==> src/rtl/tcc_pkg.sv <==
package tcc_pkg;

  // Compressed record slots, in emission order
  localparam int SLOT_COUNT = 14;

  localparam int SLOT_PLAYER   = 0;
  localparam int SLOT_TICK     = 1;
  localparam int SLOT_CONSIST  = 2;
  localparam int SLOT_CTRL     = 3;
  localparam int SLOT_FORWARD  = 4;
  localparam int SLOT_SIDE     = 5;
  localparam int SLOT_UPDOWN   = 6;
  localparam int SLOT_ANGLE_LO = 7;
  localparam int SLOT_ANGLE_HI = 8;
  localparam int SLOT_BUTTONS  = 9;
  localparam int SLOT_CONSOLE0 = 10;

  // Control byte layout
  localparam int CTRL_FORWARD     = 0;
  localparam int CTRL_SIDE        = 1;
  localparam int CTRL_UPDOWN      = 2;
  localparam int CTRL_ANGLE       = 3;
  localparam int CTRL_BUTTONS     = 4;
  localparam int CTRL_COUNT_SHIFT = 5;
  localparam int CTRL_COUNT_W     = 3;

  // Console bytes: carried in the record, and the send limit
  localparam int CONSOLE_BYTE_COUNT = 4;
  localparam int CONSOLE_CARRIED    = 4;
  localparam int CONSOLE_LIMIT      = (CONSOLE_BYTE_COUNT > CONSOLE_CARRIED) ?
                                      CONSOLE_CARRIED : CONSOLE_BYTE_COUNT;

  localparam int IN_DATA_W = 104;

  // Classified record: bytes by slot and which slots are sent
  typedef struct packed {
    logic [SLOT_COUNT-1:0]      send;
    logic [SLOT_COUNT-1:0][7:0] bytes;
  } tcc_entry_t;

  typedef struct packed {
    logic valid;
    logic full;
  } tcc_q_stat_t;

endpackage

==> src/rtl/tcc_front.sv <==
module tcc_front
  import tcc_pkg::*;
(
  input  logic                 in_tvalid,
  output logic                 in_tready,
  input  logic [IN_DATA_W-1:0] in_tdata,
  input  tcc_q_stat_t          q_stat,
  output logic                 q_push,
  output tcc_entry_t           q_entry
);

  logic [7:0]               player_id;
  logic [7:0]               tick_number;
  logic [7:0]               consistency_low;
  logic signed [7:0]        forward_move;
  logic signed [7:0]        side_move;
  logic signed [7:0]        look_updown;
  logic signed [15:0]       turn_angle;
  logic [7:0]               button_bits;
  logic [31:0]              console_bytes;
  logic [CONSOLE_CARRIED-1:0] cons_en;
  logic [CTRL_COUNT_W-1:0]  cons_cnt;
  logic [7:0]               ctrl;

  assign player_id       = in_tdata[7:0];
  assign tick_number     = in_tdata[15:8];
  assign consistency_low = in_tdata[23:16];
  assign forward_move    = in_tdata[31:24];
  assign side_move       = in_tdata[39:32];
  assign look_updown     = in_tdata[47:40];
  assign turn_angle      = in_tdata[63:48];
  assign button_bits     = in_tdata[71:64];
  assign console_bytes   = in_tdata[103:72];

  // Console run stops at the first zero byte or at the limit
  always_comb begin
    logic run;
    run = 1'b1;
    cons_cnt = '0;
    for (int k = 0; k < CONSOLE_CARRIED; k++) begin
      run = run && (console_bytes[8*k +: 8] != 8'd0) && (k < CONSOLE_LIMIT);
      cons_en[k] = run;
      cons_cnt = cons_cnt + CTRL_COUNT_W'(run);
    end
  end

  always_comb begin
    ctrl = '0;
    ctrl[CTRL_FORWARD] = (forward_move != '0);
    ctrl[CTRL_SIDE]    = (side_move != '0);
    ctrl[CTRL_UPDOWN]  = (look_updown != '0);
    ctrl[CTRL_ANGLE]   = (turn_angle != '0);
    ctrl[CTRL_BUTTONS] = (button_bits != '0);
    ctrl[CTRL_COUNT_SHIFT +: CTRL_COUNT_W] = cons_cnt;
  end

  always_comb begin
    q_entry = '0;
    q_entry.bytes[SLOT_PLAYER]   = player_id;
    q_entry.bytes[SLOT_TICK]     = tick_number;
    q_entry.bytes[SLOT_CONSIST]  = consistency_low;
    q_entry.bytes[SLOT_CTRL]     = ctrl;
    q_entry.bytes[SLOT_FORWARD]  = forward_move;
    q_entry.bytes[SLOT_SIDE]     = side_move;
    q_entry.bytes[SLOT_UPDOWN]   = look_updown;
    q_entry.bytes[SLOT_ANGLE_LO] = turn_angle[7:0];
    q_entry.bytes[SLOT_ANGLE_HI] = turn_angle[15:8];
    q_entry.bytes[SLOT_BUTTONS]  = button_bits;
    q_entry.send[SLOT_PLAYER]    = 1'b1;
    q_entry.send[SLOT_TICK]      = 1'b1;
    q_entry.send[SLOT_CONSIST]   = 1'b1;
    q_entry.send[SLOT_CTRL]      = 1'b1;
    q_entry.send[SLOT_FORWARD]   = ctrl[CTRL_FORWARD];
    q_entry.send[SLOT_SIDE]      = ctrl[CTRL_SIDE];
    q_entry.send[SLOT_UPDOWN]    = ctrl[CTRL_UPDOWN];
    q_entry.send[SLOT_ANGLE_LO]  = ctrl[CTRL_ANGLE];
    q_entry.send[SLOT_ANGLE_HI]  = ctrl[CTRL_ANGLE];
    q_entry.send[SLOT_BUTTONS]   = ctrl[CTRL_BUTTONS];
    for (int k = 0; k < CONSOLE_CARRIED; k++) begin
      q_entry.bytes[SLOT_CONSOLE0 + k] = console_bytes[8*k +: 8];
      q_entry.send[SLOT_CONSOLE0 + k]  = cons_en[k];
    end
  end

  assign in_tready = !q_stat.full;
  assign q_push    = in_tvalid && !q_stat.full;

endmodule

==> src/rtl/tcc_queue.sv <==
module tcc_queue
  import tcc_pkg::*;
(
  input  logic        clk,
  input  logic        rst_n,
  input  logic        push,
  input  tcc_entry_t  push_entry,
  input  logic        pop,
  output tcc_entry_t  head,
  output tcc_q_stat_t stat
);

  tcc_entry_t entries_r [2];
  logic       wr_ptr_r, wr_ptr_nxt;
  logic       rd_ptr_r, rd_ptr_nxt;
  logic [1:0] count_r, count_nxt;

  always_comb begin
    wr_ptr_nxt = wr_ptr_r ^ push;
    rd_ptr_nxt = rd_ptr_r ^ pop;
    count_nxt  = count_r + 2'(push) - 2'(pop);
  end

  always_ff @(posedge clk) begin
    if (!rst_n) begin
      wr_ptr_r <= 1'b0;
      rd_ptr_r <= 1'b0;
      count_r  <= '0;
    end else begin
      wr_ptr_r <= wr_ptr_nxt;
      rd_ptr_r <= rd_ptr_nxt;
      count_r  <= count_nxt;
    end
  end

  always_ff @(posedge clk) begin
    if (push) begin
      entries_r[wr_ptr_r] <= push_entry;
    end
  end

  assign head       = entries_r[rd_ptr_r];
  assign stat.valid = (count_r != 2'd0);
  assign stat.full  = (count_r == 2'd2);

endmodule

==> src/rtl/tcc_back.sv <==
module tcc_back
  import tcc_pkg::*;
(
  input  logic                  clk,
  input  logic                  rst_n,
  input  tcc_entry_t            head,
  input  tcc_q_stat_t           q_stat,
  output logic                  pop,
  output logic [SLOT_COUNT-1:0] pending,
  output logic                  out_tvalid,
  input  logic                  out_tready,
  output logic [7:0]            out_tdata,
  output logic                  out_tlast
);

  logic [SLOT_COUNT-1:0]      pend_r, pend_nxt;
  logic [SLOT_COUNT-1:0][7:0] bytes_r;
  logic                       valid_r, valid_nxt;
  logic [7:0]                 data_r, data_nxt;
  logic                       last_r, last_nxt;
  logic                       advance;
  logic [SLOT_COUNT-1:0]      sel;
  logic [SLOT_COUNT-1:0]      rest;
  logic [7:0]                 sel_byte;

  // Lowest pending slot goes next
  assign sel  = pend_r & (~pend_r + SLOT_COUNT'(1));
  assign rest = pend_r & ~sel;

  always_comb begin
    sel_byte = '0;
    for (int s = 0; s < SLOT_COUNT; s++) begin
      sel_byte = sel_byte | (bytes_r[s] & {8{sel[s]}});
    end
  end

  assign advance = !valid_r || out_tready;

  always_comb begin
    valid_nxt = valid_r;
    data_nxt  = data_r;
    last_nxt  = last_r;
    pend_nxt  = pend_r;
    if (advance) begin
      valid_nxt = (pend_r != '0);
      data_nxt  = sel_byte;
      last_nxt  = (rest == '0);
      pend_nxt  = rest;
    end
    // refill as soon as the current record has handed out its last byte
    pop = (pend_nxt == '0) && q_stat.valid;
    if (pop) begin
      pend_nxt = head.send;
    end
  end

  always_ff @(posedge clk) begin
    if (!rst_n) begin
      pend_r  <= '0;
      valid_r <= 1'b0;
    end else begin
      pend_r  <= pend_nxt;
      valid_r <= valid_nxt;
    end
  end

  always_ff @(posedge clk) begin
    data_r <= data_nxt;
    last_r <= last_nxt;
    if (pop) begin
      bytes_r <= head.bytes;
    end
  end

  assign pending    = pend_r;
  assign out_tvalid = valid_r;
  assign out_tdata  = data_r;
  assign out_tlast  = last_r;

endmodule

==> src/rtl/tic_command_compressor.sv <==
// Channel  | Direction | Beat carries
// ---------+-----------+---------------------------------------------------------
// in_      | input     | one command record (tdata, 104 bits)
// out_     | output    | one byte of the compressed record, tlast on final byte
//
// Each record yields 4 to 14 output beats, one per cycle while out_tready is high; the
// byte-wide output register sets the rate. Records follow each other with no gap when
// queued; the first byte goes out through the queue, pending-slot and output registers.
// A two-record queue sits between the classifier and the byte sequencer.
// Reset (rst_n low, synchronous) empties the queue and drops any pending byte.
// out_tready low holds the output beat; the queue keeps accepting until full.
module tic_command_compressor
  import tcc_pkg::*;
(
  input  logic                 clk,
  input  logic                 rst_n,
  input  logic                 in_tvalid,
  output logic                 in_tready,
  // player_id[7:0], tick_number[15:8], consistency_low[23:16], forward_move[31:24],
  // side_move[39:32], look_updown[47:40], turn_angle[63:48], button_bits[71:64],
  // console_bytes[103:72]
  input  logic [IN_DATA_W-1:0] in_tdata,
  output logic                 out_tvalid,
  input  logic                 out_tready,
  // out_byte[7:0]
  output logic [7:0]           out_tdata,
  output logic                 out_tlast
);

  tcc_q_stat_t           q_stat;
  tcc_entry_t            q_entry;
  tcc_entry_t            q_head;
  logic                  q_push;
  logic                  q_pop;
  logic [SLOT_COUNT-1:0] pending;

  tcc_front u_front (
    .in_tvalid (in_tvalid),
    .in_tready (in_tready),
    .in_tdata  (in_tdata),
    .q_stat    (q_stat),
    .q_push    (q_push),
    .q_entry   (q_entry)
  );

  tcc_queue u_queue (
    .clk        (clk),
    .rst_n      (rst_n),
    .push       (q_push),
    .push_entry (q_entry),
    .pop        (q_pop),
    .head       (q_head),
    .stat       (q_stat)
  );

  tcc_back u_back (
    .clk        (clk),
    .rst_n      (rst_n),
    .head       (q_head),
    .q_stat     (q_stat),
    .pop        (q_pop),
    .pending    (pending),
    .out_tvalid (out_tvalid),
    .out_tready (out_tready),
    .out_tdata  (out_tdata),
    .out_tlast  (out_tlast)
  );

`ifndef SYNTHESIS
  // queue only fills on an accepted beat
  a_full_needs_push: assert property (@(posedge clk) disable iff (!rst_n)
    $rose(q_stat.full) |-> $past(in_tvalid))
    else $error("queue filled without input beat");

  // a stalled sequencer keeps its pending slots
  a_stall_holds: assert property (@(posedge clk) disable iff (!rst_n)
    (out_tvalid && !out_tready && (pending != '0)) |=> $stable(pending))
    else $error("pending slots changed under stall");

  // bytes of one record flow without a gap
  a_no_gap: assert property (@(posedge clk) disable iff (!rst_n)
    (out_tvalid && out_tready && !out_tlast) |=> out_tvalid)
    else $error("gap inside a record");
`endif

endmodule
==> config.mk <==
export PLATFORM = sky130hd
export DESIGN_NAME = tic_command_compressor
export DESIGN_NICKNAME = d
export VERILOG_FILES = /design/src/rtl/tcc_pkg.sv /design/src/rtl/tcc_front.sv /design/src/rtl/tcc_queue.sv /design/src/rtl/tcc_back.sv /design/src/rtl/tic_command_compressor.sv
export SDC_FILE = /design/constraint.sdc
export NUM_CORES = 1
export LEC_CHECK = 0
export ABC_AREA = 1
export BUFFER_PORTS_ARGS = -buffer_cell sky130_fd_sc_hd__buf_4
export CORE_UTILIZATION = 51
export CTS_CLUSTER_SIZE = 40
export DETAILED_ROUTE_END_ITERATION = 6
export PLACE_DENSITY = 0.7
export RECOVER_POWER = 25
export SLEW_MARGIN = 20
export SYNTH_ARGS = -nofsm -noshare
export SYNTH_HDL_FRONTEND = slang
export SYNTH_SLANG_ARGS = --single-unit
==> constraint.sdc <==
create_clock -name clk -period 25.3 [get_ports clk]
set_input_delay 6.325 -clock clk [delete_from_list [all_inputs] [get_ports clk]]
set_output_delay 6.325 -clock clk [all_outputs]
set_load 0.02 [all_outputs]
==> results of run 1 <==
## through the flow
| stage | hold WS (ns) | area [µm²] | power (mW) | setup WS, ns |
|---|---|---|---|---|
| 6_report | 0.485 | 16700 | 1.87 | 16.59 |
| 5_1_grt | 0.533 | 16700 | 1.95 | 16.28 |
| 4_1_cts | 0.485 | 16800 | 1.89 | 16.56 |
| 3_5_place_dp | 0.471 | 15600 | 1.34 | 16.03 |
| 3_3_place_gp | 0.462 | 15600 | 1.33 | 16.11 |
| 2_1_floorplan | 0.448 | 14200 | 1.23 | 5.46 |
## placed cells by master, fill, tap and decap left out, drive strengths merged
cell type | Yosys | final
o2bb2ai | 1 | 1
nand2 | 143 | 143
clkinv | 3 | 16
bufinv | 0 | 5
a21boi | 2 | 2
a22o | 4 | 4
a211oi | 5 | 5
clkbuf | 7 | 79
o31ai | 1 | 1
ha | 5 | 5
inv | 31 | 34
a21oi | 29 | 29
nor3 | 2 | 2
buf | 10 | 89
nand3 | 48 | 48
edfxtp | 353 | 353
mux2 | 115 | 115
xor2 | 1 | 1
dfxtp | 20 | 20
nor4 | 22 | 22
nor2 | 47 | 47
nand4 | 13 | 13
o21a | 1 | 1
o22ai | 1 | 1
and2 | 2 | 2
o21ai | 6 | 6
fa | 1 | 1
clkinvlp | 0 | 2
or2 | 1 | 1
## sequential cells by signal, summed over array words and instances, names as in the netlist, named ones only
register and count:
u_queue.rd_ptr_r 1, u_back.out_tvalid 1, u_queue.wr_ptr_r 1, u_back.out_tdata 8, u_queue.count_r 2, u_queue.entries_r 232, u_back.out_tlast 1, u_back.pending 14
u_back.bytes_r 112
## layout make-up
type / count / area, µm²
repair buffers: 125 / 852
flip-flops and latches: 373 / 11000
inverters: 34 / 128
clock inverters: 23 / 265
clock buffers: 43 / 948
fillers: 2054 / 10500
multi-input cells: 450 / 3020
well taps: 372 / 465
## kinds of logic after synthesis
group                    count (synthesis)
AO/OA/AOI/OAI                           50
multiplexers                           115
buffers and inverters                   51
AND/OR/NAND/NOR                        278
adder cells (fa/ha/maj)                  6
XOR/XNOR                                 1
flip-flops                             373
## power groups by stage
stage | clock, mW | combinational [mW] | sequential [mW]
CTS | 0.556 | 0.375 | 0.955
finish | 0.550 | 0.369 | 0.953
detailed placement | 0 | 0.372 | 0.964
floorplan | 0 | 0.246 | 0.985
global placement | 0 | 0.369 | 0.962
global route | 0.581 | 0.406 | 0.968
## per-layer routing
layer	track usage (%)	part of all wire (%)	vias up
met4	5.64	1.7	0
met3	3.11	4.9	39
li1	-	-	3579
met5	0	0	-
met1	29.2	45	3849
met2	32.6	49	211
## synthesized netlist by cell type, drive strengths merged
| master | number |
|---|---|
| a211oi | 5 |
| a21boi | 2 |
| a21oi | 29 |
| a22o | 4 |
| and2 | 2 |
| buf | 10 |
| clkbuf | 7 |
| clkinv | 3 |
| dfxtp | 20 |
| edfxtp | 353 |
| fa | 1 |
| ha | 5 |
| inv | 31 |
| mux2 | 115 |
| nand2 | 143 |
| nand3 | 48 |
| nand4 | 13 |
| nor2 | 47 |
| nor3 | 2 |
| nor4 | 22 |
| o21a | 1 |
| o21ai | 6 |
| o22ai | 1 |
| o2bb2ai | 1 |
| o31ai | 1 |
| or2 | 1 |
| xor2 | 1 |
## critical path, cell delays in order
cell	delay (ns)
buf_4	0.08
inv_1	0.06
nand2_2	0.34
nand3_1	0.16
nand2_1	0.12
nand2_1	0.05
nor2_1	0.15
nand3_1	0.13
nor4_2	0.28
buf_4	0.42
buf_4	0.71
## worst min-delay path by stage
| stage | start | end | slack, ns |
|---|---|---|---|
| after global placement | u_queue.count_r[1] | u_queue.count_r[1] | 0.46 |
| final | u_queue.count_r[1] | u_queue.count_r[1] | 0.49 |
| after CTS | u_queue.count_r[1] | u_queue.count_r[1] | 0.49 |
| after global routing | u_queue.count_r[1] | u_queue.count_r[1] | 0.53 |
| after floorplan | u_queue.count_r[1] | u_queue.count_r[1] | 0.45 |
| after detailed placement | u_queue.count_r[1] | u_queue.count_r[1] | 0.47 |
==> metrics.yaml, run 1 <==
syn_area_per_cell_um2: 16.3
synth_area_um2: 14200
ir_worst_vdd_mv: 0.0597
layout_min_cycle_time_ns: 8.71
synthSimpleGateAreaFrac_pct: 9.42
dieArea_um2: 28600
core.rowCount: 60
antenna_cells: 0
cp.arrival_ns: 8.86
coreArea_um2: 27200
drtIter0Drc: 644
cts_tree: "yes"
die_x_um: 169
grt_max_degree: 77
clk_latency_ns: 0.53
slew_headroom_pct: -200
synth_seq_area_share_pct: 77.3
rr_endpoint: "u_back.pending[5]"
clock-skew-final_ns: 0.0170
p_clk_share_pct: 29.4
synthAdderAreaFrac_pct: 0.580
clock_path_buffers: 3
endpoint_kind: "register"
critPathRequiredTime_ns: 25.45
period_share_pct: 34.4
place.gp.congestion: 0.901
swShare_pct: 28.2
ys_ff_latch: 373
critPathLaunchType: "input pin"
power_density_nw_per_um2: 112
synthCells: 874
final_cell_count_no_fill: 1420
ant_nets: 0
setup_viol: 0
critical_path.max_fanout: 64
hold_path_class: "register to register"
synthTopCellsByArea: "edfxtp_1, mux2_2, nand2_1, dfxtp_1, nand3_1"
rsz0062_at_grt: "no"
rrSetupSlack_ns: 18.47
final_util_pct: 61.4
critPathLaunch: "out_tready"
grt_first_pass_wirelength_um: 43800
syn_nets: 988
initial_utilization_pct: 52.4
drc_errors: 0
nets: 1135
dpl.cell_count: 1354
overflow: 0
seqPwrFrac_pct: 50.9
fmax_mhz: 115
power_frac_comb_pct: 19.7
dp_hpwl_um: 18400
synth_top_family_by_area: "simple AND/OR/NAND/NOR gates"
yosysUniqueCellTypes: 38
p_int_mw: 1.34
clkTransAtPathRegs_ns: 0.06
htree_num_levels: 2
setup_tns_ns: 0
cts_resized: 0
synth-compound-area-share_pct: 2.06
hold_violations: 0
r2r_cells: 5
yosys.area.top_type: "edfxtp_1"
areaGrowthSynthToFinish_pct: 17.2
dr.pass1.iters: 5
worst-slew-pin-transition_ns: 4.50
violations: "max-capacitance violations, max-slew violations"
min_path_cells: 1
final-max-slew-violation-count: 120
synth.area.mux_share_pct: 9.10
finalWirelength_um: 28200
endpoint: "u_back.bytes_r[85]"
die_h_um: 169
synthXorXnorAreaFrac_pct: 0.0616
antenna_found_initial: 0
cts.sinks: 373
grt_pass1_vias: 7823
port_buffers: 118
critPathKind: "input pin to register"
wl_per_cell_um: 19.9
synth_top_area_share_pct: 74.5
drive_above_1_share_pct: 25.8
cts_buffers: 37
root_buffer: "clkbuf_16"
grtUsageTotal_pct: 20.3
drv_cap: 2
post_cts_buffers: 0
leakage_nw: 5.83
status: "complete, but fails checks"
ctsHoldBuffers: 0
via_count: 7678
yosysWarnings: 0
io_pins: 119
routed_via_density: 5.41
p_switching_mw: 0.527
(Power assumes the default switching activity.)
==> inputs of run 2 (changes only) <==
==> constraint.sdc (replaced) <==
create_clock -name clk -period 8.6 [get_ports clk]
set_input_delay 2.15 -clock clk [delete_from_list [all_inputs] [get_ports clk]]
set_output_delay 2.15 -clock clk [all_outputs]
set_load 0.02 [all_outputs]
==> metrics.yaml, run 2 (synthesis results as in run 1) <==
status: "complete, but fails checks"  # unchanged
violations: "max-capacitance violations, max-slew violations"  # unchanged
layout_commonest_cell: "edfxtp_1"  # unchanged
setup_tns_ns: 0  # unchanged
slew_headroom_pct: -72.8  # was -200%
critical_path.max_fanout: 68  # was 64
grt_pass1_vias: 7601  # was 7823
drive_above_1_share_pct: 23.6  # was 25.8%
routed_via_density: 5.41  # about the same
areaGrowthSynthToFinish_pct: 16.0  # was 17.2%
final_util_pct: 60.7  # was 61.4%
critPathRequiredTime_ns: 8.75  # was 25.45 ns
clock-skew-final_ns: 0.0161  # was 0.0170 ns
root_buffer: "clkbuf_16"  # unchanged
dp_hpwl_um: 18700  # was 18400 µm
rsz0062_at_grt: "no"  # unchanged
grt_first_pass_wirelength_um: 44000  # was 43800 µm
period_share_pct: 55.9
worst-slew-pin-transition_ns: 2.59  # was 4.50 ns
grt_max_degree: 70  # was 77
dr.pass1.iters: 4  # was 5
coreArea_um2: 27200  # unchanged
die_x_um: 169  # unchanged
critPathKind: "input pin to register"  # unchanged
swShare_pct: 28.6  # was 28.2%
post_cts_buffers: 0  # unchanged
antenna_found_initial: 0  # unchanged
io_pins: 119  # unchanged
wl_per_cell_um: 20.2  # was 19.9 µm
power_density_nw_per_um2: 327  # was 112 nW/µm²
port_buffers: 118  # unchanged
dieArea_um2: 28600  # unchanged
overflow: 0  # unchanged
nets: 1135  # unchanged
fmax_mhz: 208
p_clk_share_pct: 27.8  # was 29.4%
initial_utilization_pct: 52.4  # unchanged
clock_path_buffers: 3  # unchanged
drtIter0Drc: 668  # was 644
cp.arrival_ns: 4.96  # was 8.86 ns
largest_register: "u_queue.entries_r"  # unchanged
clk_latency_ns: 0.52  # was 0.53 ns
rrSetupSlack_ns: 4.61  # was 18.47 ns
largest_reg_flops: 232  # unchanged
fillers: 2105  # was 2054
die_h_um: 169  # unchanged
final-max-slew-violation-count: 54  # was 120
seqPwrFrac_pct: 52.2  # was 50.9%
endpoint: "u_back.bytes_r[45]"  # was u_back.bytes_r[85]
cts_resized: 0  # unchanged
grtUsageTotal_pct: 20.7  # was 20.3%
drc_errors: 0  # unchanged
r2r_cells: 5  # unchanged
via_count: 7676  # was 7678
cts.sinks: 373  # unchanged
antenna_cells: 0  # unchanged
drv_cap: 1  # was 2
cts_tree: "yes"  # unchanged
leakage_nw: 5.65  # was 5.83 nW
rr_endpoint: "u_back.pending[5]"  # unchanged
power_frac_comb_pct: 20.1  # was 19.7%
critPathLaunch: "out_tready"  # unchanged
finalWirelength_um: 28700  # was 28200 µm
core.rowCount: 60  # unchanged
setup_viol: 0  # unchanged
hold_path.startpoint: "u_queue.count_r[1]"  # unchanged
place.gp.congestion: 0.900  # was 0.901
ctsHoldBuffers: 0  # unchanged
hold_path_class: "register to register"  # unchanged
htree_num_levels: 2  # unchanged
ir_worst_vdd_mv: 0.170  # was 0.0597 mV
layout_min_cycle_time_ns: 4.81
endpoint_kind: "register"  # unchanged
p_int_mw: 3.85  # was 1.34 mW
p_switching_mw: 1.54  # was 0.527 mW
critPathLaunchType: "input pin"  # unchanged
clkTransAtPathRegs_ns: 0.06  # about the same
hold_violations: 0  # unchanged
final_cell_mix: "edfxtp_1, nand2_1, mux2_2"  # was edfxtp_1, nand2_1, buf_4
ant_nets: 0  # unchanged
cts_buffers: 39  # was 37
==> run 2: cell count changes in the layout (fill, tap and decap cells not counted), moves of 2 or more <==
| cell | change |
|---|---|
| clkbuf_1 | +41 |
| buf_4 | -36 |
| mux2_1 | -19 |
| mux2_2 | +19 |
| bufinv_16 | -5 |
| clkinv_1 | +5 |
| clkinv_2 | -4 |
| clkbuf_16 | +3 |
| clkbuf_4 | -2 |
| nor2_1 | -2 |
==> run 2: per-layer routing <==
layer,vias up,share of wire (%),routed length [µm],global-route usage (%)
met5,-,0,0,0
met4,0,1.7,480,5.29
met3,39,5.9,1710,3.74
met2,226,48,13900,33.1
met1,3830,44,12700,29.6
li1,3581,-,-,-
==> run 2: cell type report <==
type | count | area [µm²] | share of cell area (%)
inverter | 34 | 128 | 0.774
tap | 372 | 465 | 2.82
clock inverter | 17 | 95.1 | 0.576
clock buffer | 51 | 1040 | 6.32
timing repair buffer | 123 | 702 | 4.25
multi-input combinational | 450 | 3060 | 18.6
sequential | 373 | 11000 | 66.7
==> run 2: how the worst min path moves through the flow <==
stage	end	slack [ns]	depth (start not counted)
detailed placement	u_queue.count_r[1]	0.48	1
floorplan	u_queue.count_r[1]	0.45	1
CTS	u_queue.count_r[1]	0.49	1
finish	u_queue.count_r[1]	0.49	1
global route	u_queue.count_r[1]	0.53	1
global placement	u_queue.count_r[1]	0.47	1
==> run 2: metrics by stage <==
step,setup WS [ns],std cells,instance area [µm²],power (mW),hold slack (ns)
6_report,3.79,1420,16500,5.39,0.487
5_1_grt,3.57,1420,16500,5.65,0.530
4_1_cts,3.75,1420,16700,5.45,0.489
3_5_place_dp,3.19,1352,15600,3.95,0.475
3_3_place_gp,3.31,1352,15600,3.93,0.466
2_1_floorplan,0.801,874,14200,3.56,0.448
==> run 2: power by group through the flow <==
| stage | clock, mW | sequential (mW) | combinational (mW) |
|---|---|---|---|
| 6_report | 1.50 | 2.81 | 1.08 |
| 5_1_grt | 1.60 | 2.86 | 1.20 |
| 3_3_place_gp | 0 | 2.84 | 1.09 |
| 2_1_floorplan | 0 | 2.83 | 0.732 |
| 4_1_cts | 1.52 | 2.82 | 1.11 |
| 3_5_place_dp | 0 | 2.85 | 1.10 |
==> run 2: critical path: stages <==
cell and delay, ns:
buf_4 0.08, inv_1 0.06, nand2_2 0.33, nand3_1 0.16, nand2_1 0.12, nand2_1 0.06
nor2_1 0.15, nand3_1 0.16, nor4_4 0.28, buf_4 0.74, buf_4 0.61
==> inputs of run 3 (changes only) <==
--- a/config.mk
+++ b/config.mk
@@ -10,7 +10,7 @@
 export CORE_UTILIZATION = 51
 export CTS_CLUSTER_SIZE = 40
 export DETAILED_ROUTE_END_ITERATION = 6
-export PLACE_DENSITY = 0.7
+export PLACE_DENSITY = 0.72
 export RECOVER_POWER = 25
 export SLEW_MARGIN = 20
 export SYNTH_ARGS = -nofsm -noshare
==> constraint.sdc (replaced) <==
create_clock -name clk -period 4.1 [get_ports clk]
set_input_delay 1.025 -clock clk [delete_from_list [all_inputs] [get_ports clk]]
set_output_delay 1.025 -clock clk [all_outputs]
set_load 0.02 [all_outputs]
==> metrics.yaml, run 3 (synthesis results as in run 1) <==
crit_family: "simple AND/OR/NAND/NOR gates"  # was buffers and inverters
finalPower_mw: 11.5  # was 5.39 mW
coreArea_um2: 27200  # unchanged
highest_layer: "met4"  # unchanged
critPathBufInv: 1  # was 4
place_area_um2: 15700  # was 15600 µm²
cts_tree: "yes"  # unchanged
dr.pass1.iters: 5  # was 4
place.gp.congestion: 0.903  # was 0.900
grt_first_pass_wirelength_um: 43500  # was 44000 µm
drv_cap: 0  # was 1
largest_register: "u_queue.entries_r"  # unchanged
ant_nets: 0  # unchanged
multi_input_area_um2: 3090  # was 3060 µm²
critPathLaunchType: "register"  # was input pin
cts.sinks: 373  # unchanged
met2WireLength_um: 13500  # was 13900 µm
critPathRequiredTime_ns: 4.23  # was 8.75 ns
via_count: 7725  # was 7676
layout_commonest_cell: "edfxtp_1"  # unchanged
hold_path.startpoint: "u_queue.count_r[1]"  # unchanged
period_share_pct: 68.9
critPathKind: "register to register"  # was input pin to register
endpoint_kind: "register"  # unchanged
worst-slew-pin-transition_ns: 1.08  # was 2.59 ns
wl_met3_um: 1720  # was 1710 µm
antenna_cells: 0  # unchanged
hold_violations: 0  # unchanged
die_x_um: 169  # unchanged
regArea_um2: 11000  # about the same
layout_min_cycle_time_ns: 2.82
drc_errors: 0  # unchanged
post_cts_buffers: 0  # unchanged
cts_buffers: 37  # was 39
leakage_nw: 5.63  # was 5.65 nW
critPathLaunch: "u_back.pending[0]"  # was out_tready
dieArea_um2: 28600  # unchanged
path_cells: "nor2_8 -> nand2_4 -> nor2_4 -> nand3_1 -> nand2_2 -> nand3_1 -> nor4_4 -> buf_12"  # was buf_4 -> inv_1 -> nand2_2 -> nand3_1 -> nand2_1 -> nand2_1 -> nor2_1 -> nand3_1 -> nor4_4 -> buf_4 -> buf_4
initial_utilization_pct: 52.4  # unchanged
grtUsageTotal_pct: 20.4  # was 20.7%
clock-skew-final_ns: 0.0165  # was 0.0161 ns
ir_worst_vdd_mv: 0.576  # was 0.170 mV
final-max-slew-violation-count: 0  # was 54
final_cell_mix: "edfxtp_1, nand2_1, mux2_2"  # unchanged
drtIter0Drc: 692  # was 668
final_util_pct: 60.9  # was 60.7%
overflow: 0  # unchanged
wl_per_cell_um: 20.3  # was 20.2 µm
cts_resized: 0  # unchanged
fmax_mhz: 354
io_pins: 119  # unchanged
htree_num_levels: 2  # unchanged
root_buffer: "clkbuf_16"  # unchanged
crit_slowest_cell: "dfxtp_1"  # was buf_4
grt_max_degree: 113  # was 70
status: "complete, no violations"  # was complete, but fails checks
port_buffers: 118  # unchanged
clk_latency_ns: 0.52  # about the same
drive_above_1_share_pct: 23.6  # about the same
cp.arrival_ns: 2.96  # was 4.96 ns
setup_viol: 0  # unchanged
dp_hpwl_um: 18900  # was 18700 µm
wl_met1_um: 12800  # was 12700 µm
clkTransAtPathRegs_ns: 0.06  # about the same
cp_slowest_stage_delay_ns: 0.53  # was 0.74 ns
die_h_um: 169  # unchanged
power_density_nw_per_um2: 693  # was 327 nW/µm²
areaGrowthSynthToFinish_pct: 16.4  # was 16.0%
core.rowCount: 60  # unchanged
ctsHoldBuffers: 0  # unchanged
finalWirelength_um: 28900  # was 28700 µm
setup_tns_ns: 0  # unchanged
rsz0062_at_grt: "no"  # unchanged
critical_path.max_fanout: 112  # was 68
slew_headroom_pct: 27.1  # was -72.8%
largest_reg_flops: 232  # unchanged
fillers: 2092  # was 2105
antenna_found_initial: 0  # unchanged
hold_path_class: "register to register"  # unchanged
dp_slack_ns: 0.832  # was 3.19 ns
routed_via_density: 5.43  # was 5.41
grt_pass1_vias: 7638  # was 7601
nets: 1138  # was 1135
setup_slack_ns: 1.28  # was 3.79 ns
cp_common_cell: "nand3_1"  # was buf_4
final_area_um2: 16600  # was 16500 µm²
clock_path_buffers: 3  # unchanged
regToRegStartpoint: "u_back.pending[0]"
==> run 3: cell types whose count changed in the layout (fill, tap and decap cells not counted), moves of 2 or more <==
cell	delta
buf_4	-22
clkbuf_1	+15
mux2_1	-9
mux2_2	+9
clkbuf_4	+5
buf_12	+3
bufinv_16	+2
inv_1	-2
==> run 3: worst register-to-register path: cells and delay by family (launching register included) <==
kind / cells / cell delay, ns
simple gates: 7 / 1.30
flops: 1 / 0.53
buf+inv: 1 / 0.41
==> run 3: path summary, 6_finish.rpt <==
path                         to  slack, ns  cells after the start
max          u_back.bytes_r[28]       1.28                      8
min          u_queue.count_r[1]       0.49                      1
max reg2reg  u_back.bytes_r[28]       1.28                      8
min reg2reg  u_queue.count_r[1]       0.49                      1
==> run 3: cell type report <==
type	count	area share [%]
clock buffer	46	6.05
clock inverter	20	0.937
inverter	34	0.846
multi-input combinational	450	18.7
sequential	373	66.4
tap	372	2.81
timing repair buffer	128	4.26
==> run 3: report_power, final <==
part	switching, mW	internal, mW	total, mW	leakage (nW)
Sequential	0.400	5.51	5.90	3.44
Combinational	1.55	0.811	2.36	1.64
Clock	1.35	1.86	3.22	0.558
Total	3.30	8.18	11.5	5.63
==> run 3: layer usage <==
metal	up-vias	GRT usage [%]
li1	3579	-
met1	3822	28.1
met2	264	32.7
met3	60	4.51
met4	0	6.46
met5	-	0
==> run 3: stage by stage <==
step,hold WS [ns],cells
floorplan,0.451,874
global route,0.555,1423
CTS,0.505,1423
detailed placement,0.490,1357
global placement,0.473,1357
finish,0.494,1423
